--- config.mk ---
export PLATFORM = sky130hd
export DESIGN_NAME = obis_meter_frame_value_extractor
export DESIGN_NICKNAME = d
export VERILOG_FILES = /design/src/design/obis_pkg.sv /design/src/design/obis_meter_frame_value_extractor.sv /design/src/design/obis_scan.sv /design/src/design/obis_emit.sv
export SDC_FILE = /design/constraint.sdc
export NUM_CORES = 1
export LEC_CHECK = 0
export BUFFER_PORTS_ARGS = -buffer_cell sky130_fd_sc_hd__buf_2
export CAP_MARGIN = 0
export CELL_PAD_IN_SITES_DETAIL_PLACEMENT = 1
export CELL_PAD_IN_SITES_GLOBAL_PLACEMENT = 1
export CORE_MARGIN = 10
export CORE_UTILIZATION = 40
export CTS_BUF_LIST = sky130_fd_sc_hd__clkbuf_16
export DETAILED_ROUTE_END_ITERATION = 10
export PLACE_DENSITY_LB_ADDON = 0.15
export SYNTH_ARGS = -nofsm -noshare
export SYNTH_HDL_FRONTEND = slang
export SYNTH_SLANG_ARGS = --single-unit
--- constraint.sdc ---
create_clock -name clk -period 12 [get_ports clk]
set_input_delay 1.8 -clock clk [delete_from_list [all_inputs] [get_ports clk]]
set_output_delay 1.8 -clock clk [all_outputs]
set_load 0.02 [all_outputs]
--- src/design/obis_pkg.sv ---
package obis_pkg;

  // Sizes
  localparam int NQ  = 30;
  localparam int WIN = 13;
  localparam int QW  = $clog2(NQ);

  // Number of leading quantities that are totals of energy (scaled by ten)
  localparam int NTOTAL = 4;

  // Frame framing constants
  localparam logic [7:0] FLAG_BYTE   = 8'h7E;
  localparam logic [7:0] FORMAT_TYPE = 8'hA0;
  localparam logic [7:0] HI_NIBBLE   = 8'hF0;
  localparam logic [7:0] LO_NIBBLE   = 8'h0F;

  // OBIS tag bytes: 09 06 01 01 C D 00 FF
  localparam logic [7:0] TAG_STRUCT = 8'h09;
  localparam logic [7:0] TAG_LEN    = 8'h06;
  localparam logic [7:0] TAG_A      = 8'h01;
  localparam logic [7:0] TAG_B      = 8'h01;
  localparam logic [7:0] TAG_E      = 8'h00;
  localparam logic [7:0] TAG_F      = 8'hFF;

  // Date marker FF 80 00 00
  localparam logic [7:0] MARK_0 = 8'hFF;
  localparam logic [7:0] MARK_1 = 8'h80;
  localparam logic [7:0] MARK_2 = 8'h00;
  localparam logic [7:0] MARK_3 = 8'h00;

  localparam logic [11:0] COUNT_MAX = 12'hFFF;

  // Per-quantity OBIS C and D codes
  localparam logic [7:0] CODE_C [NQ] = '{
    8'd1,  8'd2,  8'd3,  8'd4,  8'd1,  8'd2,  8'd3,  8'd4,  8'd32, 8'd52,
    8'd72, 8'd31, 8'd51, 8'd71, 8'd21, 8'd41, 8'd61, 8'd33, 8'd53, 8'd73,
    8'd13, 8'd22, 8'd42, 8'd62, 8'd22, 8'd42, 8'd62, 8'd21, 8'd41, 8'd61};
  localparam logic [7:0] CODE_D [NQ] = '{
    8'd8, 8'd8, 8'd8, 8'd8, 8'd7, 8'd7, 8'd7, 8'd7, 8'd7, 8'd7,
    8'd7, 8'd7, 8'd7, 8'd7, 8'd7, 8'd7, 8'd7, 8'd7, 8'd7, 8'd7,
    8'd7, 8'd7, 8'd7, 8'd7, 8'd8, 8'd8, 8'd8, 8'd8, 8'd8, 8'd8};
  // 1: four-byte value, 0: two-byte value
  localparam logic VAL_LONG [NQ] = '{
    1'b1, 1'b1, 1'b1, 1'b1, 1'b1, 1'b1, 1'b1, 1'b1, 1'b0, 1'b0,
    1'b0, 1'b1, 1'b1, 1'b1, 1'b1, 1'b1, 1'b1, 1'b0, 1'b0, 1'b0,
    1'b0, 1'b1, 1'b1, 1'b1, 1'b1, 1'b1, 1'b1, 1'b1, 1'b1, 1'b1};

  // Frame summary handed from the scanner to the result stage
  typedef struct packed {
    logic        frame_ok;
    logic [3:0]  list_id;
    logic [11:0] message_size;
    logic [11:0] byte_count;
  } frame_info_t;

endpackage

--- src/design/obis_meter_frame_value_extractor.sv ---
// A frame's last byte is registered, then its summary and the emit state,
// then each result in the output register. One frame byte per cycle while
// in_tready is high: the byte is registered and the 13-byte window compare
// against all tags runs in the following cycle. After the last byte, input
// waits until all 30 results are loaded; out_tready high drains one per cycle.
// Synchronous reset (rst_n low) clears per-frame, emit and output valid state.
module obis_meter_frame_value_extractor (
  input  logic        clk,
  input  logic        rst_n,
  input  logic        in_tvalid,
  output logic        in_tready,
  input  logic [7:0]  in_tdata,   // [7:0] frame_byte
  input  logic        in_tlast,   // last_byte
  output logic        out_tvalid,
  input  logic        out_tready,
  // [4:0] quantity, [36:5] reading, [37] reading_valid, [41:38] list_id,
  // [53:42] message_size, [65:54] byte_count, [66] frame_ok, [71:67] zero
  output logic [71:0] out_tdata,
  output logic        out_tlast   // last_result
);
  import obis_pkg::*;

  logic          emit_busy;
  logic          frame_clear;
  logic          frame_end;
  logic [QW-1:0] rd_idx;
  logic [31:0]   rd_value;
  logic          rd_found;
  frame_info_t   info;

  obis_scan u_scan (
    .clk        (clk),
    .rst_n      (rst_n),
    .in_valid   (in_tvalid),
    .in_byte    (in_tdata),
    .in_last    (in_tlast),
    .in_ready   (in_tready),
    .emit_busy  (emit_busy),
    .frame_clear(frame_clear),
    .rd_idx     (rd_idx),
    .rd_value   (rd_value),
    .rd_found   (rd_found),
    .info       (info),
    .frame_end  (frame_end)
  );

  obis_emit u_emit (
    .clk        (clk),
    .rst_n      (rst_n),
    .frame_end  (frame_end),
    .info       (info),
    .rd_value   (rd_value),
    .rd_found   (rd_found),
    .rd_idx     (rd_idx),
    .busy       (emit_busy),
    .frame_clear(frame_clear),
    .out_valid  (out_tvalid),
    .out_ready  (out_tready),
    .out_data   (out_tdata),
    .out_last   (out_tlast)
  );

endmodule

--- src/design/obis_scan.sv ---
module obis_scan (
  input  logic                    clk,
  input  logic                    rst_n,
  input  logic                    in_valid,
  input  logic [7:0]              in_byte,
  input  logic                    in_last,
  output logic                    in_ready,
  input  logic                    emit_busy,
  input  logic                    frame_clear,
  input  logic [obis_pkg::QW-1:0] rd_idx,
  output logic [31:0]             rd_value,
  output logic                    rd_found,
  output obis_pkg::frame_info_t   info,
  output logic                    frame_end
);
  import obis_pkg::*;

  logic [7:0]  byte_r;
  logic        last_r;
  logic        vld_r;
  logic        vld_nxt;

  logic [7:0]  win_r   [WIN];
  logic [7:0]  win_nxt [WIN];
  logic [7:0]  hdr_r   [3];
  logic [7:0]  hdr_nxt [3];
  logic [11:0] count_r;
  logic [11:0] count_nxt;
  logic        mark_r;
  logic        mark_nxt;
  logic [3:0]  nib_r;
  logic [3:0]  nib_nxt;
  logic [NQ-1:0] found_r;
  logic [NQ-1:0] found_nxt;
  logic [NQ-1:0] cap_we;
  logic [31:0]   cap_r [NQ];
  frame_info_t info_r;
  frame_info_t info_nxt;

  logic        pre_long;
  logic        pre_short;
  logic [31:0] val_long;
  logic [31:0] val_short;

  // Input register; no new byte while the frame's results go out
  assign in_ready = !emit_busy && !(vld_r && last_r);
  assign vld_nxt  = in_valid && in_ready;

  always_ff @(posedge clk) begin
    if (!rst_n) begin
      vld_r <= 1'b0;
    end else begin
      vld_r <= vld_nxt;
    end
  end

  always_ff @(posedge clk) begin
    if (vld_nxt) begin
      byte_r <= in_byte;
      last_r <= in_last;
    end
  end

  // Window shift with the registered byte
  always_comb begin
    for (int i = 0; i < WIN - 1; i++) begin
      win_nxt[i] = win_r[i+1];
    end
    win_nxt[WIN-1] = byte_r;
  end

  // Fixed tag bytes at both offsets; value bytes sit at the window end
  assign pre_long  = win_nxt[0] == TAG_STRUCT && win_nxt[1] == TAG_LEN &&
                     win_nxt[2] == TAG_A && win_nxt[3] == TAG_B &&
                     win_nxt[6] == TAG_E && win_nxt[7] == TAG_F;
  assign pre_short = win_nxt[2] == TAG_STRUCT && win_nxt[3] == TAG_LEN &&
                     win_nxt[4] == TAG_A && win_nxt[5] == TAG_B &&
                     win_nxt[8] == TAG_E && win_nxt[9] == TAG_F;
  assign val_long  = {win_nxt[9], win_nxt[10], win_nxt[11], win_nxt[12]};
  assign val_short = {16'h0000, win_nxt[11], win_nxt[12]};

  // Per-quantity match: first occurrence only
  always_comb begin
    for (int q = 0; q < NQ; q++) begin
      if (VAL_LONG[q]) begin
        cap_we[q] = vld_r && !found_r[q] && pre_long &&
                    win_nxt[4] == CODE_C[q] && win_nxt[5] == CODE_D[q];
      end else begin
        cap_we[q] = vld_r && !found_r[q] && pre_short &&
                    win_nxt[6] == CODE_C[q] && win_nxt[7] == CODE_D[q];
      end
    end
    found_nxt = found_r | cap_we;
  end

  // Header bytes, byte count, date marker
  always_comb begin
    for (int i = 0; i < 3; i++) begin
      hdr_nxt[i] = hdr_r[i];
    end
    if (count_r < 12'd3) begin
      hdr_nxt[count_r[1:0]] = byte_r;
    end
    count_nxt = (count_r == COUNT_MAX) ? count_r : count_r + 12'd1;
    mark_nxt  = mark_r;
    nib_nxt   = nib_r;
    if (!mark_r && win_nxt[7] == MARK_0 && win_nxt[8] == MARK_1 &&
        win_nxt[9] == MARK_2 && win_nxt[10] == MARK_3) begin
      mark_nxt = 1'b1;
      nib_nxt  = 4'((win_nxt[12] & HI_NIBBLE) >> 4);
    end
  end

  // Frame summary taken on the last byte
  always_comb begin
    info_nxt.frame_ok     = hdr_nxt[0] == FLAG_BYTE && byte_r == FLAG_BYTE &&
                            (hdr_nxt[1] & HI_NIBBLE) == FORMAT_TYPE;
    info_nxt.list_id      = nib_nxt;
    info_nxt.message_size = {4'(hdr_nxt[1] & LO_NIBBLE), hdr_nxt[2]};
    info_nxt.byte_count   = count_nxt;
  end

  // Per-frame state
  always_ff @(posedge clk) begin
    if (!rst_n || frame_clear) begin
      for (int i = 0; i < WIN; i++) begin
        win_r[i] <= 8'h00;
      end
      for (int i = 0; i < 3; i++) begin
        hdr_r[i] <= 8'h00;
      end
      count_r <= 12'd0;
      mark_r  <= 1'b0;
      nib_r   <= 4'd0;
      found_r <= '0;
    end else if (vld_r) begin
      win_r   <= win_nxt;
      hdr_r   <= hdr_nxt;
      count_r <= count_nxt;
      mark_r  <= mark_nxt;
      nib_r   <= nib_nxt;
      found_r <= found_nxt;
    end
  end

  always_ff @(posedge clk) begin
    if (vld_r && last_r) begin
      info_r <= info_nxt;
    end
  end

  // Captured values; only read where the found flag is set
  always_ff @(posedge clk) begin
    for (int q = 0; q < NQ; q++) begin
      if (cap_we[q]) begin
        cap_r[q] <= VAL_LONG[q] ? val_long : val_short;
      end
    end
  end

  assign frame_end = vld_r && last_r;
  assign info      = info_r;
  assign rd_value  = cap_r[rd_idx];
  assign rd_found  = found_r[rd_idx];

endmodule

--- src/design/obis_emit.sv ---
module obis_emit (
  input  logic                    clk,
  input  logic                    rst_n,
  input  logic                    frame_end,
  input  obis_pkg::frame_info_t   info,
  input  logic [31:0]             rd_value,
  input  logic                    rd_found,
  output logic [obis_pkg::QW-1:0] rd_idx,
  output logic                    busy,
  output logic                    frame_clear,
  output logic                    out_valid,
  input  logic                    out_ready,
  output logic [71:0]             out_data,
  output logic                    out_last
);
  import obis_pkg::*;

  logic          busy_r;
  logic [QW-1:0] idx_r;
  logic          load;
  logic          valid_q;
  logic [31:0]   value_q;
  logic          ovld_r;
  logic [71:0]   odata_r;
  logic          olast_r;

  // A result moves into the output register when it is empty or drained
  assign load        = busy_r && (!ovld_r || out_ready);
  assign frame_clear = load && idx_r == QW'(NQ - 1);

  always_ff @(posedge clk) begin
    if (!rst_n) begin
      busy_r <= 1'b0;
      idx_r  <= '0;
    end else if (frame_end) begin
      busy_r <= 1'b1;
      idx_r  <= '0;
    end else if (load) begin
      busy_r <= !frame_clear;
      idx_r  <= idx_r + QW'(1);
    end
  end

  // Result value: totals of energy scaled by ten, zero when invalid
  always_comb begin
    valid_q = info.frame_ok && rd_found;
    value_q = 32'h0;
    if (valid_q) begin
      if (idx_r < QW'(NTOTAL)) begin
        value_q = (rd_value << 3) + (rd_value << 1);
      end else begin
        value_q = rd_value;
      end
    end
  end

  // Output register
  always_ff @(posedge clk) begin
    if (!rst_n) begin
      ovld_r <= 1'b0;
    end else if (load) begin
      ovld_r <= 1'b1;
    end else if (out_ready) begin
      ovld_r <= 1'b0;
    end
  end

  always_ff @(posedge clk) begin
    if (load) begin
      odata_r <= {5'b00000, info.frame_ok, info.byte_count, info.message_size,
                  info.list_id, valid_q, value_q, idx_r};
      olast_r <= idx_r == QW'(NQ - 1);
    end
  end

  assign rd_idx    = idx_r;
  assign busy      = busy_r;
  assign out_valid = ovld_r;
  assign out_data  = odata_r;
  assign out_last  = olast_r;

endmodule

==> flow_summary.ini <==
[worst_setup_path]
cp.required_ns = 12.53
path_max_fanout = 46
end_kind = register
start_kind = register
arrival_ns = 6.98
worst-setup-path-type = reg2reg
r2r_cells = 16

[outcome]
status = complete, no violations

[logic_synthesis]
ys_types = 68
ys_async_sr_fraction = 0
synth_top_family_by_area = multiplexers
ys_ff_latch = 1134
ys.flop_type = edfxtp_1
synth-compound-area-share = 0.03565
synth_simple_gate_area_frac = 0.06016
syn_inst = 2605
synth_top_area_cell = edfxtp_1
ys_top_cells_by_area = edfxtp_1 (64%), mux4_2 (11%), dfxtp_1 (8.0%)
yosys.area_share.adder = 0.009906
synth_top_area_frac = 0.6371
syn_area_mm2 = 0.04496
ys_warn_count = 0
avgSynthCellArea_um2 = 17.26
synth_xor_area_frac = 0.008376
muxShareOfSynthArea = 0.1530
synth-seq-area-share = 0.7173
synth_edf_count = 954

[cts]
clk_latency_ns = 0.72
root_buffer = clkbuf_16
ctsResizeCount = 0
cts.sink_count = 1134
ctsHtreeMaxLevel = 3
cts_tree = done
path_clk_slew_ns = 0.06
clk_path_buf_depth = 3
hold_buffers = 0
cts_made_buffers = 118
postCtsSetupBuffers = 0

[placed_design]
dp_hpwl_um = 66260
portBuffers = 82
pre_cts_slack_ns = 5.493
gp_congestion = 0.7555

[detailed_routing]
routedWlPerCell_um = 28.03
wirelength_um = 121200
drt-pass1-iter-count = 5
post-route-drc-count = 0
drtIter0Drc = 2318
drtAntennaViolNets = 0
viasPerCell = 5.677
num_vias = 24560

[grt]
grt_pass1_wl_um = 178400
grt_max_degree = 92
grt-ovfl-total = 0
grt_antenna_before_repair = 1
first_global_vias = 26490
grt_usage = 0.1901

[die]
fp.dieH_um = 355.3
die_x_um = 355.3
die_area_mm2 = 0.1262
core_area_mm2 = 0.1111
initial_core_util = 0.4046
rows = 122
ioPinCount = 88

[finish]
area_growth_pct = 13.66
drive_gt1_frac = 0.2249
layout_common_cells = edfxtp_1 (954), nor2_1 (279), mux4_2 (217)
layout_commonest_cell = edfxtp_1
nets = 2779
antennaDiodeCount = 0
fillers = 10680

[sta]
setup_viol_count_final = 0
drv_slew = 0
post-route-min-period_ns = 6.455
rsz0062_at_grt = false
worstMarginPinSlew_ns = 1.357
finalCritPeriodShare = 0.5379
relSlewSlack = 0.09415
final.setup.tns_ns = 0
fmax_mhz = 154.9
finalHoldViolCount = 0
finClkSkew_ns = 0.03575
setup_ws_ns = 5.545

[worst_hold_path]
min_path_cells = 0
hold_path_class = reg2reg

[pwr]
p_leak_nw = 16.74
powerDensity_mw_per_mm2 = 161.4
vdd_drop_max_mv = 0.1150

[run]
cap_viol_max_count = 0
==> synth_stat cells, drive strengths merged (6+ instances only) <==
library cell  instances
clkbuf               80
nor2b                11
xor2                 15
mux4                217
xnor2                28
mux2i               145
o21ai                23
ha                   34
a21o                 17
buf                  64
o31ai                19
nor4b                 6
inv                  17
nor4                 22
edfxtp              954
nor2                289
nor3                 45
nand2b                6
a211oi               37
nand3                22
mux2                 48
and3                 16
and2                  6
a21oi                61
a221oi               44
a311oi                6
nand4                13
dfxtp               180
nand2               131
==> flip-flops by register name, indices dropped and copies added, names as in the netlist, 4 cells and up, named ones only <==
name             cells
u_scan.cap_r       848
u_scan.win_nxt      72
u_emit.out_data     67
u_scan.found_r      30
u_scan.info         29
u_scan.hdr_r        24
u_scan.val_long     24
u_scan.count_r      12
u_scan.byte_r        8
u_emit.rd_idx        5
u_scan.nib_r         4
==> worst max-delay path: stages, from the launching register on <==
cell,delay (ns)
dfxtp_4,0.87
buf_4,0.85
mux4_2,0.60
mux4_2,0.48
mux2i_1,0.44
inv_1,0.09
ha_1,0.27
fa_1,0.48
a21oi_1,0.20
nand4b_1,0.20
a31oi_2,0.16
o211ai_1,0.38
a211oi_1,0.20
nor4bb_1,0.41
o31ai_1,0.16
xnor2_1,0.14
a211oi_1,0.23
==> power breakdown <==
part	total [W]	internal, W	switching (W)
Combinational	0.000368	0.000157	0.000211
Clock	0.00357	0.00203	0.00155
Sequential	0.00431	0.00427	0.0000412
==> per-layer routing <==
layer | track usage | vias to the layer above | part of all wire
li1 | - | 10540 | -
met1 | 0.2612 | 13100 | 0.44
met2 | 0.3104 | 741 | 0.48
met3 | 0.03195 | 175 | 0.063
met4 | 0.05286 | 0 | 0.021
met5 | 0 | - | 0
==> layout make-up <==
class | count | area (µm²) | share of cell area
well taps | 1488 | 1862 | 0.03643
clock inverters | 108 | 840.8 | 0.01645
inverters | 17 | 63.81 | 0.001249
flip-flops and latches | 1134 | 32270 | 0.6314
multi-input cells | 1314 | 12230 | 0.2392
repair buffers | 146 | 890.9 | 0.01743
clock buffers | 118 | 2953 | 0.05778
==> through the flow <==
stage	power (W)	hold WS (ns)	instances	util	area, µm²
after detailed placement	0.004764	0.4064	4099	0.4258	47310
after global routing	0.008541	0.4251	4325	0.4599	51110
final	0.008251	0.4145	4325	0.4599	51110
after global placement	0.004753	0.4082	4099	0.4258	47310
after CTS	0.008337	0.4188	4325	0.4599	51110
after floorplan	0.004655	0.4003	2609	-	44980
==> final timing paths <==
path,start,end,slack [ns]
worst min-delay path,u_scan.info[12]$_DFFE_PP_,u_emit.out_data[42]$_DFFE_PP_,0.41
worst max register to register,register,u_emit.out_data[36]$_SDFFCE_PN0P_,5.55
worst max-delay path,register,u_emit.out_data[36]$_SDFFCE_PN0P_,5.55
worst min register to register,u_scan.info[12]$_DFFE_PP_,u_emit.out_data[42]$_DFFE_PP_,0.41
==> cells by family after synthesis <==
group                      Yosys count
DFF                               1134
and+or+nand+nor                    590
muxes                              410
AOI/OAI and AO/OA                  231
buffers and inverters              161
xor gates and xnor gates            43
adders and majority gates           35
other                                1
Note: power is estimated with default switching activity, not from simulation.
